### config.mk
export PLATFORM = sky130hd
export DESIGN_NAME = ir_ring_direction_finder
export DESIGN_NICKNAME = d
export VERILOG_FILES = /design/src/irdf_pkg.sv /design/src/irdf_front.sv /design/src/irdf_queue.sv /design/src/irdf_back.sv /design/src/ir_ring_direction_finder.sv
export SDC_FILE = /design/constraint.sdc
export NUM_CORES = 2
export LEC_CHECK = 0
export ABC_CLOCK_PERIOD_IN_PS = 9500
export CAP_MARGIN = 10
export CELL_PAD_IN_SITES_DETAIL_PLACEMENT = 1
export CELL_PAD_IN_SITES_GLOBAL_PLACEMENT = 1
export CORE_UTILIZATION = 40
export CTS_CLUSTER_DIAMETER = 150
export DETAILED_ROUTE_END_ITERATION = 16
export DONT_BUFFER_PORTS = 1
export PLACE_DENSITY = 0.72
export SLEW_MARGIN = 20
export SYNTH_ARGS = -nofsm -noshare
export SYNTH_HDL_FRONTEND = slang
export SYNTH_SLANG_ARGS = --single-unit
export TNS_END_PERCENT = 20
### constraint.sdc
create_clock -name clk_i -period 9.5 [get_ports clk_i]
set_input_delay 0.95 -clock clk_i [delete_from_list [all_inputs] [get_ports clk_i]]
set_output_delay 0.95 -clock clk_i [all_outputs]
set_load 0.02 [all_outputs]
### src/irdf_pkg.sv
`timescale 1ns / 1ps
// ----------------------------------------------------------------------------
// IR ring direction finder package
// Shared constants and tables.
// ----------------------------------------------------------------------------
package irdf_pkg;

  localparam int unsigned TableSteps  = 24;
  localparam int unsigned CordicSteps = 16;
  localparam logic [8:0]  NoSignal    = 9'd400;
  localparam logic [4:0]  TopReset    = 5'd6;

  // Cosine of i*15 degrees, Q1.14.
  function automatic logic signed [15:0] cos_q14(input logic [4:0] idx);
    logic signed [15:0] v;
    unique case (idx)
      5'd0:  v = 16'sd16384;
      5'd1:  v = 16'sd15826;
      5'd2:  v = 16'sd14189;
      5'd3:  v = 16'sd11585;
      5'd4:  v = 16'sd8192;
      5'd5:  v = 16'sd4240;
      5'd6:  v = 16'sd0;
      5'd7:  v = -16'sd4240;
      5'd8:  v = -16'sd8192;
      5'd9:  v = -16'sd11585;
      5'd10: v = -16'sd14189;
      5'd11: v = -16'sd15826;
      5'd12: v = -16'sd16384;
      5'd13: v = -16'sd15826;
      5'd14: v = -16'sd14189;
      5'd15: v = -16'sd11585;
      5'd16: v = -16'sd8192;
      5'd17: v = -16'sd4240;
      5'd18: v = 16'sd0;
      5'd19: v = 16'sd4240;
      5'd20: v = 16'sd8192;
      5'd21: v = 16'sd11585;
      5'd22: v = 16'sd14189;
      5'd23: v = 16'sd15826;
      default: v = 16'sd0;
    endcase
    return v;
  endfunction

  function automatic logic [4:0] sin_idx(input logic [4:0] idx);
    logic [5:0] s;
    s = {1'b0, idx} + 6'd18;
    if (s >= 6'd24) begin
      s = s - 6'd24;
    end
    return s[4:0];
  endfunction

  // Arctangent of 2^-i in units of 2^-16 degree.
  function automatic logic [21:0] atan_deg16(input logic [3:0] i);
    logic [21:0] v;
    unique case (i)
      4'd0:  v = 22'd2949120;
      4'd1:  v = 22'd1740967;
      4'd2:  v = 22'd919879;
      4'd3:  v = 22'd466945;
      4'd4:  v = 22'd234379;
      4'd5:  v = 22'd117304;
      4'd6:  v = 22'd58666;
      4'd7:  v = 22'd29335;
      4'd8:  v = 22'd14668;
      4'd9:  v = 22'd7334;
      4'd10: v = 22'd3667;
      4'd11: v = 22'd1833;
      4'd12: v = 22'd917;
      4'd13: v = 22'd458;
      4'd14: v = 22'd229;
      default: v = 22'd115;
    endcase
    return v;
  endfunction

endpackage

### src/irdf_front.sv
`timescale 1ns / 1ps
// ----------------------------------------------------------------------------
// IR ring direction finder front end
// Count hits per sensor, compute percentages at window close.
// ----------------------------------------------------------------------------
module irdf_front #(
  parameter int unsigned SENSORS     = 24,
  parameter int unsigned COUNT_WIDTH = 10
) (
  input  logic                   clk_i,
  input  logic                   rst_ni,
  input  logic                   in_valid,
  output logic                   in_ready,
  input  logic [SENSORS-1:0]     sensor_levels_i,
  input  logic                   end_window_i,
  output logic                   pct_valid_o,
  input  logic                   pct_ready_i,
  output logic [SENSORS*7-1:0]   pct_o
);
  import irdf_pkg::*;

  localparam int unsigned SW = (SENSORS > 1) ? $clog2(SENSORS) : 1;
  localparam logic [COUNT_WIDTH-1:0] CountMax = {COUNT_WIDTH{1'b1}};
  localparam int unsigned NW = COUNT_WIDTH + 7;
  localparam logic [1:0] StCount = 2'd0, StDiv = 2'd1, StOut = 2'd2;

  logic [COUNT_WIDTH-1:0] hits_q [SENSORS];
  logic [COUNT_WIDTH-1:0] hits_d [SENSORS];
  logic [COUNT_WIDTH-1:0] samp_q, samp_d;
  logic [1:0]             st_q, st_d;
  logic [SW-1:0]          sel_q, sel_d;
  logic [6:0]             bit_q, bit_d;   // quotient bit counter
  logic [NW-1:0]          num_q, num_d;
  logic [COUNT_WIDTH:0]   rem_q, rem_d;
  logic [6:0]             quo_q, quo_d;
  logic [6:0]             pct_q [SENSORS];
  logic                   accept;
  logic [COUNT_WIDTH+1:0] trial;

  assign in_ready = (st_q == StCount);
  assign accept   = in_valid && in_ready;
  assign pct_valid_o = (st_q == StOut);

  for (genvar g = 0; g < SENSORS; g++) begin : g_pct
    assign pct_o[g*7 +: 7] = pct_q[g];
  end

  // Restoring divide, one quotient bit a cycle; percentage fits 7 bits.
  assign trial = {rem_q, num_q[NW-1]} - {1'b0, 1'b0, samp_q};

  always_comb begin
    hits_d = hits_q;
    samp_d = samp_q;
    st_d   = st_q;
    sel_d  = sel_q;
    bit_d  = bit_q;
    num_d  = num_q;
    rem_d  = rem_q;
    quo_d  = quo_q;
    unique case (st_q)
      StCount: begin
        if (accept) begin
          for (int i = 0; i < SENSORS; i++) begin
            if (!sensor_levels_i[i] && hits_q[i] != CountMax) begin
              hits_d[i] = hits_q[i] + 1'b1;
            end
          end
          if (samp_q != CountMax) begin
            samp_d = samp_q + 1'b1;
          end
          if (end_window_i) begin
            st_d  = StDiv;
            sel_d = '0;
            bit_d = '0;
            rem_d = '0;
            quo_d = '0;
            num_d = NW'(hits_d[0]) * NW'(100);
          end
        end
      end
      StDiv: begin
        if (!trial[COUNT_WIDTH+1]) begin
          rem_d = trial[COUNT_WIDTH:0];
          quo_d = {quo_q[5:0], 1'b1};
        end else begin
          rem_d = {rem_q[COUNT_WIDTH-1:0], num_q[NW-1]};
          quo_d = {quo_q[5:0], 1'b0};
        end
        num_d = {num_q[NW-2:0], 1'b0};
        bit_d = bit_q + 1'b1;
        if (bit_q == 7'(NW - 1)) begin
          bit_d = '0;
          rem_d = '0;
          quo_d = '0;
          if (sel_q == SW'(SENSORS - 1)) begin
            st_d = StOut;
            for (int i = 0; i < SENSORS; i++) hits_d[i] = '0;
            samp_d = '0;
          end else begin
            sel_d = sel_q + 1'b1;
            num_d = NW'(hits_q[sel_q + 1'b1]) * NW'(100);
          end
        end
      end
      StOut: begin
        if (pct_ready_i) st_d = StCount;
      end
      default: st_d = StCount;
    endcase
  end

  always_ff @(posedge clk_i or negedge rst_ni) begin
    if (!rst_ni) begin
      for (int i = 0; i < SENSORS; i++) hits_q[i] <= '0;
      samp_q <= '0;
      st_q   <= StCount;
      sel_q  <= '0;
      bit_q  <= '0;
    end else begin
      hits_q <= hits_d;
      samp_q <= samp_d;
      st_q   <= st_d;
      sel_q  <= sel_d;
      bit_q  <= bit_d;
    end
  end

  always_ff @(posedge clk_i) begin
    num_q <= num_d;
    rem_q <= rem_d;
    quo_q <= quo_d;
    if (st_q == StDiv && bit_q == 7'(NW - 1)) begin
      if (!trial[COUNT_WIDTH+1]) pct_q[sel_q] <= 7'({quo_q[5:0], 1'b1} > 7'd100 ? 7'd100
                                                    : {quo_q[5:0], 1'b1});
      else pct_q[sel_q] <= 7'({quo_q[5:0], 1'b0} > 7'd100 ? 7'd100 : {quo_q[5:0], 1'b0});
    end
  end

endmodule

### src/irdf_queue.sv
`timescale 1ns / 1ps
// ----------------------------------------------------------------------------
// IR ring direction finder queue
// Two-entry queue of percentage sets between front and back.
// ----------------------------------------------------------------------------
module irdf_queue #(
  parameter int unsigned WIDTH = 168
) (
  input  logic             clk_i,
  input  logic             rst_ni,
  input  logic             wr_valid_i,
  output logic             wr_ready_o,
  input  logic [WIDTH-1:0] wr_data_i,
  output logic             rd_valid_o,
  input  logic             rd_ready_i,
  output logic [WIDTH-1:0] rd_data_o
);
  logic [WIDTH-1:0] mem_q [2];
  logic             wp_q, rp_q;
  logic [1:0]       cnt_q;
  logic             wr, rd;

  assign wr_ready_o = (cnt_q != 2'd2);
  assign rd_valid_o = (cnt_q != 2'd0);
  assign wr = wr_valid_i && wr_ready_o;
  assign rd = rd_valid_o && rd_ready_i;
  assign rd_data_o = mem_q[rp_q];

  always_ff @(posedge clk_i or negedge rst_ni) begin
    if (!rst_ni) begin
      wp_q  <= 1'b0;
      rp_q  <= 1'b0;
      cnt_q <= '0;
    end else begin
      if (wr) wp_q <= ~wp_q;
      if (rd) rp_q <= ~rp_q;
      cnt_q <= cnt_q + {1'b0, wr} - {1'b0, rd};
    end
  end

  always_ff @(posedge clk_i) begin
    if (wr) mem_q[wp_q] <= wr_data_i;
  end

endmodule

### src/irdf_back.sv
`timescale 1ns / 1ps
// ----------------------------------------------------------------------------
// IR ring direction finder back end
// Select strongest sensors, sum vector, run CORDIC angle.
// ----------------------------------------------------------------------------
module irdf_back #(
  parameter int unsigned SENSORS = 24
) (
  input  logic                 clk_i,
  input  logic                 rst_ni,
  input  logic [4:0]           top_count_i,
  input  logic                 pct_valid_i,
  output logic                 pct_ready_o,
  input  logic [SENSORS*7-1:0] pct_i,
  output logic                 out_valid,
  input  logic                 out_ready,
  output logic [8:0]           direction_deg_o,
  output logic [6:0]           strength_pct_o
);
  import irdf_pkg::*;

  localparam int unsigned SW = (SENSORS > 1) ? $clog2(SENSORS) : 1;
  localparam int unsigned RW = $clog2(SENSORS + 1);
  localparam logic [2:0] StIdle = 3'd0, StScan = 3'd1, StPick = 3'd2,
                         StMul = 3'd3, StCord = 3'd4, StDeg = 3'd5, StOut = 3'd6;

  logic [2:0]        st_q;
  logic [6:0]        pct_q [SENSORS];
  logic [SENSORS-1:0] used_q;
  logic [SW-1:0]     idx_q;
  logic [RW-1:0]     rnd_q, limit_q;
  logic [6:0]        bv_q, strength_q;
  logic [SW-1:0]     best_q;
  logic              found_q;
  logic signed [24:0] px_q, py_q;
  logic signed [31:0] x_q, y_q;
  logic signed [31:0] z_q;
  logic [3:0]        it_q;
  logic [8:0]        deg_q;
  logic [5:0]        best_x;
  logic [4:0]        tab;
  logic signed [31:0] dx, dy, zabs;
  logic [31:0]       zdeg;

  assign pct_ready_o = (st_q == StIdle);
  assign out_valid   = (st_q == StOut);
  assign direction_deg_o = deg_q;
  assign strength_pct_o  = strength_q;
  // Fold the sensor index onto the table; one subtract covers up to 48 sensors.
  assign best_x = 6'(best_q);
  assign tab = (best_x >= 6'(TableSteps)) ? 5'(best_x - 6'(TableSteps)) : best_x[4:0];
  assign dx  = y_q >>> it_q;
  assign dy  = x_q >>> it_q;
  assign zabs = z_q[31] ? -z_q : z_q;
  assign zdeg = {16'd0, zabs[31:16]};

  // Truncating divide by 16384 toward zero.
  function automatic logic signed [15:0] q14(input logic signed [24:0] p);
    logic signed [24:0] a;
    a = p[24] ? (p + 25'sd16383) : p;
    return 16'(a >>> 14);
  endfunction

  always_ff @(posedge clk_i or negedge rst_ni) begin
    if (!rst_ni) begin
      st_q <= StIdle;
    end else begin
      unique case (st_q)
        StIdle: if (pct_valid_i) st_q <= StScan;
        StScan: if (idx_q == SW'(SENSORS - 1)) st_q <= StPick;
        StPick: begin
          if (!found_q || rnd_q >= limit_q) begin
            st_q <= (x_q == 0 && y_q == 0) ? StOut : StCord;
          end else begin
            st_q <= StMul;
          end
        end
        StMul:  st_q <= StScan;
        StCord: if (it_q == 4'(CordicSteps - 1)) st_q <= StDeg;
        StDeg:  st_q <= StOut;
        StOut:  if (out_ready) st_q <= StIdle;
        default: st_q <= StIdle;
      endcase
    end
  end

  always_ff @(posedge clk_i) begin
    unique case (st_q)
      StIdle: begin
        for (int i = 0; i < SENSORS; i++) pct_q[i] <= pct_i[i*7 +: 7];
        used_q  <= '0;
        idx_q   <= '0;
        rnd_q   <= '0;
        bv_q    <= '0;
        found_q <= 1'b0;
        strength_q <= '0;
        x_q <= '0;
        y_q <= '0;
        limit_q <= ({1'b0, top_count_i} > 6'(SENSORS)) ? RW'(SENSORS) : RW'(top_count_i);
        deg_q <= NoSignal;
      end
      StScan: begin
        if (!used_q[idx_q] && pct_q[idx_q] > bv_q) begin
          bv_q    <= pct_q[idx_q];
          best_q  <= idx_q;
          found_q <= 1'b1;
        end
        if (rnd_q == '0 && pct_q[idx_q] > strength_q) strength_q <= pct_q[idx_q];
        idx_q <= idx_q + 1'b1;
      end
      StPick: begin
        idx_q <= '0;
        if (found_q && rnd_q < limit_q) begin
          px_q <= 25'(cos_q14(tab)) * $signed({18'd0, bv_q});
          py_q <= 25'(cos_q14(sin_idx(tab))) * $signed({18'd0, bv_q});
          used_q[best_q] <= 1'b1;
        end else begin
          // Enter CORDIC: pre-rotate by 180 when x negative, scale by 2^16.
          it_q <= '0;
          if (x_q < 0) begin
            x_q <= (-x_q) <<< 16;
            y_q <= (-y_q) <<< 16;
            z_q <= 32'sd11796480;
          end else begin
            x_q <= x_q <<< 16;
            y_q <= y_q <<< 16;
            z_q <= '0;
          end
        end
      end
      StMul: begin
        x_q <= x_q + 32'(q14(px_q));
        y_q <= y_q + 32'(q14(py_q));
        rnd_q <= rnd_q + 1'b1;
        bv_q <= '0;
        found_q <= 1'b0;
      end
      StCord: begin
        if (y_q > 0) begin
          x_q <= x_q + dx;
          y_q <= y_q - dy;
          z_q <= z_q + $signed({10'd0, atan_deg16(it_q)});
        end else begin
          x_q <= x_q - dx;
          y_q <= y_q + dy;
          z_q <= z_q - $signed({10'd0, atan_deg16(it_q)});
        end
        it_q <= it_q + 1'b1;
      end
      StDeg: begin
        // |z| stays below 360 degrees here, so one compare folds the range.
        if (!z_q[31]) begin
          deg_q <= (zdeg >= 32'd360) ? 9'(zdeg - 32'd360) : 9'(zdeg);
        end else if (zdeg == 32'd0) begin
          deg_q <= '0;
        end else begin
          deg_q <= 9'(32'd360 - zdeg);
        end
      end
      default: ;
    endcase
  end

endmodule

### src/ir_ring_direction_finder.sv
`timescale 1ns / 1ps
// ----------------------------------------------------------------------------
// IR ring direction finder
// Counts IR hits per sensor over a window and reports direction and strength.
// ----------------------------------------------------------------------------
// Samples that do not close the window are taken one per cycle while the
// front is counting. A closing sample starts a restoring division per sensor
// in the front, then the back runs selection and 16 CORDIC iterations before
// the result beat. The two-entry queue lets the front count the next window
// meanwhile. Reset clears the hit and sample counters, sets top_count to 6;
// no clearing pass.
module ir_ring_direction_finder #(
  parameter int unsigned SENSORS     = 24,
  parameter int unsigned COUNT_WIDTH = 10
) (
  input  logic               clk_i,
  input  logic               rst_ni,
  input  logic               cfg_valid,
  output logic               cfg_ready,
  input  logic [4:0]         cfg_data,
  input  logic               in_valid,
  output logic               in_ready,
  input  logic [SENSORS-1:0] sensor_levels_i,
  input  logic               end_window_i,
  output logic               out_valid,
  input  logic               out_ready,
  output logic [8:0]         direction_deg_o,
  output logic [6:0]         strength_pct_o
);
  import irdf_pkg::*;

  localparam int unsigned PW = SENSORS * 7;

  logic [4:0]    top_q;
  logic          f_valid, f_ready, b_valid, b_ready;
  logic [PW-1:0] f_data, b_data;

  // Configuration is always accepted; hold it in one register.
  assign cfg_ready = 1'b1;
  always_ff @(posedge clk_i or negedge rst_ni) begin
    if (!rst_ni) begin
      top_q <= TopReset;
    end else if (cfg_valid) begin
      top_q <= cfg_data;
    end
  end

  irdf_front #(.SENSORS(SENSORS), .COUNT_WIDTH(COUNT_WIDTH)) u_front (
    .clk_i, .rst_ni, .in_valid, .in_ready, .sensor_levels_i, .end_window_i,
    .pct_valid_o(f_valid), .pct_ready_i(f_ready), .pct_o(f_data)
  );

  irdf_queue #(.WIDTH(PW)) u_queue (
    .clk_i, .rst_ni,
    .wr_valid_i(f_valid), .wr_ready_o(f_ready), .wr_data_i(f_data),
    .rd_valid_o(b_valid), .rd_ready_i(b_ready), .rd_data_o(b_data)
  );

  irdf_back #(.SENSORS(SENSORS)) u_back (
    .clk_i, .rst_ni, .top_count_i(top_q),
    .pct_valid_i(b_valid), .pct_ready_o(b_ready), .pct_i(b_data),
    .out_valid, .out_ready, .direction_deg_o, .strength_pct_o
  );

endmodule

# ---- After elaboration in Yosys (flattened, before gate mapping)
# Memories as Yosys holds them, arrays and structs flattened. A register that Yosys moved wholly into a read port is not among the register bits.
# Cells that the tools add are included.
dict set report totals {
  romBits 1728
  mem_bits_rw 672
  in_bits 35
  register_bits 528
  mem_count 7
  output_inout_bits 19
}
dict set report classes {
  n_lt_le_gt_ge 16
  n_shift 2
  multipliers 4
  n_mux 136
  n_reduce_logical 114
  bitwise_logic 5
  n_eq_ne 76
  add_sub_neg 51
}
# name words word_bits read_ports rd_ports_with_merged_regs write_ports line_no
set memory_table {}
lappend memory_table {{(no name shown)} 32 16 1 0 0 irdf_pkg.sv:16} ;# unique case (idx)
lappend memory_table {{(no name shown)} 32 16 1 0 0 irdf_pkg.sv:16}
lappend memory_table {{(no name shown)} 16 22 1 1 0 irdf_pkg.sv:58} ;# unique case (i)
lappend memory_table {{(no name shown)} 16 22 1 1 0 irdf_pkg.sv:58}
lappend memory_table {u_queue.mem_q 2 168 1 0 1 irdf_queue.sv:18} ;# logic [WIDTH-1:0] mem_q [2];
lappend memory_table {u_back.pct_q 24 7 1 1 24 irdf_back.sv:28} ;# logic [6:0] pct_q [SENSORS];
lappend memory_table {{+1 memories} -- -- -- -- -- --}
# operator count
set ops {}
lappend ops {{$mux 240} 3}
lappend ops {{$pmux 240 s2} 1}
lappend ops {{$mux 10} 32}
lappend ops {{$mux 32} 9}
lappend ops {{$pmux 32 s4} 2}
lappend ops {{$add 10x1->10 const B} 25}
lappend ops {{$ne 10x10->1 const B} 25}
lappend ops {{$reduce_and 5->1} 26}
lappend ops {{$logic_not 32->1} 3}
lappend ops {{$mux 22} 4}
lappend ops {{$mux 17} 4}
lappend ops {{$add 32x11->32} 2}
lappend ops {{$add 32x32->32} 2}
lappend ops {{$mux 16} 4}
lappend ops {{$pmux 32 s2} 1}
lappend ops {{$sshr 32x4->32} 2}
lappend ops {{$sub 32x32->32} 2}
lappend ops {{$ne 2x2->1 const B} 30}
lappend ops {{$mux 7} 8}
lappend ops {{$add 25x15->25 const B} 2}
lappend ops {{$bmux 10 s5} 1}
lappend ops {{$mux 25} 2}
lappend ops {{$mul 16x8->24} 2}
lappend ops {{$mux 24} 2}
lappend ops {{75 further kinds} 210}

# ---- Logic depth before layout (Yosys ltp)
# An unclocked memory read counts as a cell.
dict set report depth {
  depth_word 11
  mapped_depth 33
}

# ---- By module
# From an unflattened synthesis, not the netlist that was laid out.
dict set report unflattened {
  hier_cells 6476
  hier_area_um2 74515.2
}
# module n_inst cells_each area_per_inst_um2
set by_module_without_submodules {}
lappend by_module_without_submodules {irdf_back 1 3756 37258.2}
lappend by_module_without_submodules {irdf_front 1 2168 24322.1}
lappend by_module_without_submodules {irdf_queue 1 540 12739.7}
lappend by_module_without_submodules {ir_ring_direction_finder 1 12 195.2}

# ---- Worst setup path after synthesis
# No wires, ideal clock.
dict set report synth_timing {
  path_type {register -> register}
  start {register u_front.st_q[0]}
  end {memory u_queue.mem_q[0][0] (enable)}
  setup_time_ns 0.718
  arrival_time_ns 8.366
  slack_ns 0.416
  path_stages_with_launch 5
  path_cell_list {dfrtp_1 clkbuf_1 nand2b_1 a21oi_1 nor2b_1}
}
dict set report synth_between {
  elab_chain_len 4
}
# element line_no
set synth_rtl {}
lappend synth_rtl {{start: declaration} irdf_front.sv:30} ;# logic [1:0] st_q, st_d;
lappend synth_rtl {{start signal: assignment} irdf_front.sv:116} ;# st_q <= StCount;
lappend synth_rtl {{start signal: assignment} irdf_front.sv:122} ;# st_q <= st_d;
lappend synth_rtl {{$eq 2x2->1} irdf_front.sv:42} ;# assign pct_valid_o = (st_q == StOut);
lappend synth_rtl {{$logic_and 1x1->1} irdf_queue.sv:25} ;# assign wr = wr_valid_i && wr_ready_o;
lappend synth_rtl {{net u_queue.wr} irdf_queue.sv:21} ;# logic wr, rd;
lappend synth_rtl {{$mux 1} irdf_queue.sv:42} ;# if (wr) mem_q[wp_q] <= wr_data_i;
lappend synth_rtl {{$mux 1 (implied by the code)} irdf_queue.sv:42}
lappend synth_rtl {{end: declaration} irdf_queue.sv:18}
# The timed path passes the listed nets, and every way through them passes these cells.

# ---- Worst setup path after layout
dict set report layout_timing {
  start {register u_back.best_q[3]}
  end {register u_back.py_q[22] (data pin)}
}
dict set report layout_between {
  elab_chain_len 11
  word_cells_on_any_way 13
  classes_between {add/sub: 3; mul: 1; order compare: 2; mux: 6; memory: 1}
}
# element line_no
set layout_rtl {}
lappend layout_rtl {{start: declaration} irdf_back.sv:33} ;# logic [SW-1:0] best_q;
lappend layout_rtl {{start signal: assignment} irdf_back.sv:105} ;# best_q <= idx_q;
lappend layout_rtl {{$sub 5x5->5 or $ge 5x5->1 (tied branches)} irdf_back.sv:51} ;# assign tab = (best_x >= 6'(TableSteps)) ? 5'(best_x - 6'(TableSteps)) : best_x[4:0];
lappend layout_rtl {{$mux 5 *} irdf_back.sv:51}
lappend layout_rtl {{$add 5x5->6 *} irdf_pkg.sv:48} ;# s = {1'b0, idx} + 6'd18;
lappend layout_rtl {{$sub 5x5->5 or $ge 6x5->1 (tied branches)} {irdf_pkg.sv:50, irdf_pkg.sv:49}}
lappend layout_rtl {{$mux 5 *} irdf_pkg.sv:49} ;# if (s >= 6'd24) begin
lappend layout_rtl {{$mux 5 *} irdf_back.sv:113} ;# if (found_q && rnd_q < limit_q) begin
lappend layout_rtl {{$mux 5 *} irdf_back.sv:88} ;# unique case (st_q)
lappend layout_rtl {{$mem_v2 32x16 *} --}
lappend layout_rtl {{$mux 16 *} irdf_back.sv:113}
lappend layout_rtl {{$mux 16 *} irdf_back.sv:88}
lappend layout_rtl {{$mul 16x8->24 *} irdf_back.sv:115} ;# py_q <= 25'(cos_q14(sin_idx(tab))) * $signed({18'd0, bv_q});
lappend layout_rtl {{end signal: assignment} irdf_back.sv:115}
lappend layout_rtl {{end: declaration} irdf_back.sv:35} ;# logic signed [24:0] px_q, py_q;
# Mark *: on every way between the ends. The rest lies on a longest branch, timed or not. The select of a mux whose other input is x is not followed.
# A chain may end at the register's enable or synchronous reset.

==> impl_metrics.py <==
metrics = {
    "outcome": {
        "outcome": "finished, final reports clean",
    },
    "synthesis": {
        "syn_nets": 7021,
        "synth-edff-count": 920,
        "ys.flop_type": "edfxtp_1",
        "ys_types": 96,
        "syn_inst": 6436,
        "ys_warn_count": 0,
        "avgSynthCellArea_um2": 11.37,
        "ys_async_sr_fraction": 0.2257,
        "seq_area_frac_synth": 0.4791,
        "ys_seq_elements": 1223,
        "syn_area_um2": 73210,
    },
    "sta": {
        "max_freq_ghz": 0.1132,
        "rsz0062_at_grt": "no",
        "clock_skew_ps": 50.79,
        "hold_viol_final": 0,
        "finalCritPeriodShare": 0.9302,
        "report.final.slew_viol_count": 0,
        "min_period_ps": 8837,
        "setup_viol": 0,
        "setup_tns_ps": 0,
        "tightest_slew_ps": 1149,
        "relSlewSlack": 0.2343,
    },
    "floorplanning": {
        "dieHeight_um": 429.8,
        "num_rows": 156,
        "core_area_um2": 181300,
        "ios": 54,
        "start_util": 0.4037,
        "die_w_um": 429.8,
        "die_area_um2": 184700,
    },
    "setup_path": {
        "critical_path_class": "reg -> reg",
        "end_kind": "flop",
        "critPathArrivalTime_ps": 9470,
        "worstSetupStartpoint": "u_back.best_q[3]",
        "crit_top_cell": "fa_1",
        "worstSetupStartpointType": "flop",
        "slowest_delay_ps": 530,
        "r2r-start": "u_back.best_q[3]",
        "required_ps": 10130,
        "crit_fanout": 15,
        "worst_path_max_delay_cell": "fa_1",
    },
    "drt": {
        "drt_iter0_drc": 3531,
        "drc_errors": 0,
        "wl_mm": 200.2,
        "wire_per_inst_um": 22.60,
        "via_count": 50480,
        "routed_via_density": 5.696,
        "detail-route-antenna-nets": 0,
        "first_pass_iters": 5,
    },
    "placement": {
        "numPortBuffers": 0,
        "gp_congestion": 0.8622,
        "dp_hpwl_mm": 139.0,
    },
    "cts": {
        "cts_max_path_buffers": 3,
        "cts_root_buf": "clkbuf_16",
        "clock_sinks": 1223,
        "cts-htree-levels": 4,
        "cts-buffers-inserted": 138,
        "cts_tree": "built",
        "insertion_delay_ps": 790,
        "path_clk_slew_ps": 60,
    },
    "grt": {
        "antenna_found_initial": 7,
        "grt_max_degree": 275,
        "grt_usage": 0.2162,
        "grt_pass1_vias": 54250,
        "grt_overflow": 0,
        "grt_pass1_wl_mm": 314.7,
    },
    "layout": {
        "nFillCells": 19160,
        "drive_gt1_frac": 0.1130,
        "area_growth_pct": 9.778,
        "nets": 6961,
    },
    "run": {
        "maxCapViolations": 0,
    },
    "hold_path": {
        "hold_path.class": "in -> async",
    },
}
## flip-flops by register name (all words and copies together), names as in the netlist, 11 cells and up, named ones only
| name | count |
|---|---|
| u_back.px_q | 24 |
| u_back.x_q | 32 |
| u_queue.mem_q | 336 |
| u_back.z_q | 32 |
| u_front.num_q | 15 |
| u_back.used_q | 24 |
| u_back.y_q | 32 |
| u_back.pct_q | 168 |
| u_front.rem_q | 11 |
| u_front.pct_q | 168 |
| u_front.hits_q | 240 |
| u_back.py_q | 24 |
## critical path, delay by kind of cell, from the launching register on
| family | cells | cell delay, ps |
|---|---|---|
| AO/OA/AOI/OAI | 14 | 3360 |
| adder cells (fa/ha/maj) | 7 | 2890 |
| AND/OR/NAND/NOR | 6 | 1310 |
| flip-flops | 1 | 500 |
| buffers and inverters | 4 | 350 |
| XOR/XNOR | 2 | 260 |
## per-stage QoR
| stage | hold slack (ps) | cell area (um2) | cells | setup slack, ps | util |
|---|---|---|---|---|---|
| 6_report | 165.0 | 80360 | 8861 | 663.5 | 0.4432 |
| 5_1_grt | 175.2 | 80360 | 8859 | 88.49 | 0.4432 |
| 4_1_cts | 248.4 | 80310 | 8857 | 525.4 | 0.4429 |
| 3_5_place_dp | 430.9 | 75730 | 8603 | 579.6 | 0.4176 |
| 3_3_place_gp | 421.6 | 75700 | 8602 | 856.0 | 0.4175 |
| 2_1_floorplan | 421.5 | 73210 | 6436 | 416.0 | - |
## what timing repair did
action / 4_1_cts / 5_1_grt
setup endpoints to repair: 0 / 3
hold buffers: 2 / 0
gates resized for setup: 0 / 1
buffers inserted: 0 / 0
endpoints found under the hold margin: 274 / 0
## cells by family after synthesis
| family | Yosys count | synth area share |
|---|---|---|
| AND/OR/NAND/NOR | 1958 | 0.1254 |
| flip-flops | 1223 | 0.4791 |
| AO/OA/AOI/OAI | 1068 | 0.09048 |
| buffers and inverters | 707 | 0.03729 |
| adder cells (fa/ha/maj) | 550 | 0.1131 |
| XOR/XNOR | 475 | 0.05683 |
| multiplexers | 454 | 0.09769 |
| other | 1 | 0.00005122 |
## cells in the mapped netlist, drive strengths merged, types with 8 or more instances
cell type | instances | area share
a31oi | 46 | 0.0039
ha | 364 | 0.062
nand2b | 53 | 0.0045
edfxtp | 920 | 0.38
nor3 | 95 | 0.0065
nor4 | 36 | 0.0031
o22ai | 40 | 0.0034
xnor2 | 198 | 0.024
a31o | 8 | 0.00096
nand2 | 559 | 0.029
o211ai | 29 | 0.0030
nor2 | 580 | 0.030
and3 | 85 | 0.0073
or3 | 48 | 0.0041
a221oi | 10 | 0.0013
a21oi | 292 | 0.020
a32o | 17 | 0.0023
o31a | 9 | 0.0011
clkbuf | 195 | 0.010
buf | 68 | 0.0045
mux2i | 68 | 0.0093
o41ai | 12 | 0.0016
o21a | 31 | 0.0032
nand4 | 77 | 0.0066
o21bai | 20 | 0.0021
xor2 | 277 | 0.033
a21o | 51 | 0.0052
a22o | 16 | 0.0019
nor3b | 8 | 0.00082
mux2 | 198 | 0.030
fa | 186 | 0.051
nand3 | 181 | 0.012
a211oi | 31 | 0.0033
inv | 440 | 0.023
and2 | 116 | 0.0099
mux4 | 188 | 0.058
nand3b | 14 | 0.0014
o31ai | 39 | 0.0040
nor2b | 44 | 0.0038
dfrtp | 274 | 0.094
a41oi | 8 | 0.00096
o21ai | 334 | 0.023
or2 | 19 | 0.0016
or4 | 19 | 0.0019
dfxtp | 27 | 0.0074
## area by class of cell
class                           instances  area (um2)  share of cell area
Antenna cell                            3       7.507          0.00009341
Multi-Input combinational cell       4506       35550              0.4423
Tap cell                             2370        2965             0.03690
Sequential cell                      1223       35090              0.4366
Clock buffer                          173        3676             0.04574
Inverter                              444        1673             0.02082
Timing Repair Buffer                   63       548.0            0.006819
Clock inverter                         79       863.3             0.01074
## layout by cell type (no fill, tap or decap), types with 30 or more instances in the layout
cell type,Yosys,routed
o21a_1,31,31
ha_1,364,363
clkbuf_16,0,139
a31oi_1,46,46
nor2b_1,44,41
nand2b_1,53,53
xnor2_1,198,197
nor3_1,95,94
mux4_2,187,187
mux2i_1,67,67
nand2_1,558,556
o22ai_1,40,39
xor2_1,277,276
o31ai_1,39,39
inv_1,438,436
and3_1,85,84
buf_4,8,58
o21ai_0,331,330
a21oi_1,292,288
a211oi_1,30,30
dfrtp_1,274,272
nand3_1,181,181
mux2_2,198,198
fa_1,186,186
nand4_1,77,77
or3_1,48,48
a21o_1,51,51
nor2_1,580,577
nor4_1,36,36
and2_1,108,105
edfxtp_1,920,920
## path summary, 6_finish.rpt
kind / slack, ps / cells past startpoint / to
min in group clk_i: 310 / 1 / top_q[0]
max in group asynchronous: 8030 / 2 / u_front.hits_q[168]
max: 660 / 33 / u_back.py_q[22]
min reg2reg: 440 / 0 / u_queue.mem_q[1][84]
max reg2reg: 660 / 33 / u_back.py_q[22]
min: 160 / 1 / u_front.hits_q[218]
## metal layers
metal | vias up | GRT usage | wire length, um | part of all wire
li1 | 23140 | - | - | -
met1 | 25930 | 0.2784 | 86170 | 0.43
met2 | 1055 | 0.3731 | 99070 | 0.49
met3 | 350 | 0.02814 | 8091 | 0.040
met4 | 6 | 0.07506 | 6879 | 0.034
met5 | - | 0 | 39 | 0.00019
Power is not shown: default switching activity piles up to over one toggle a cycle in this logic, so the estimate is an artifact.
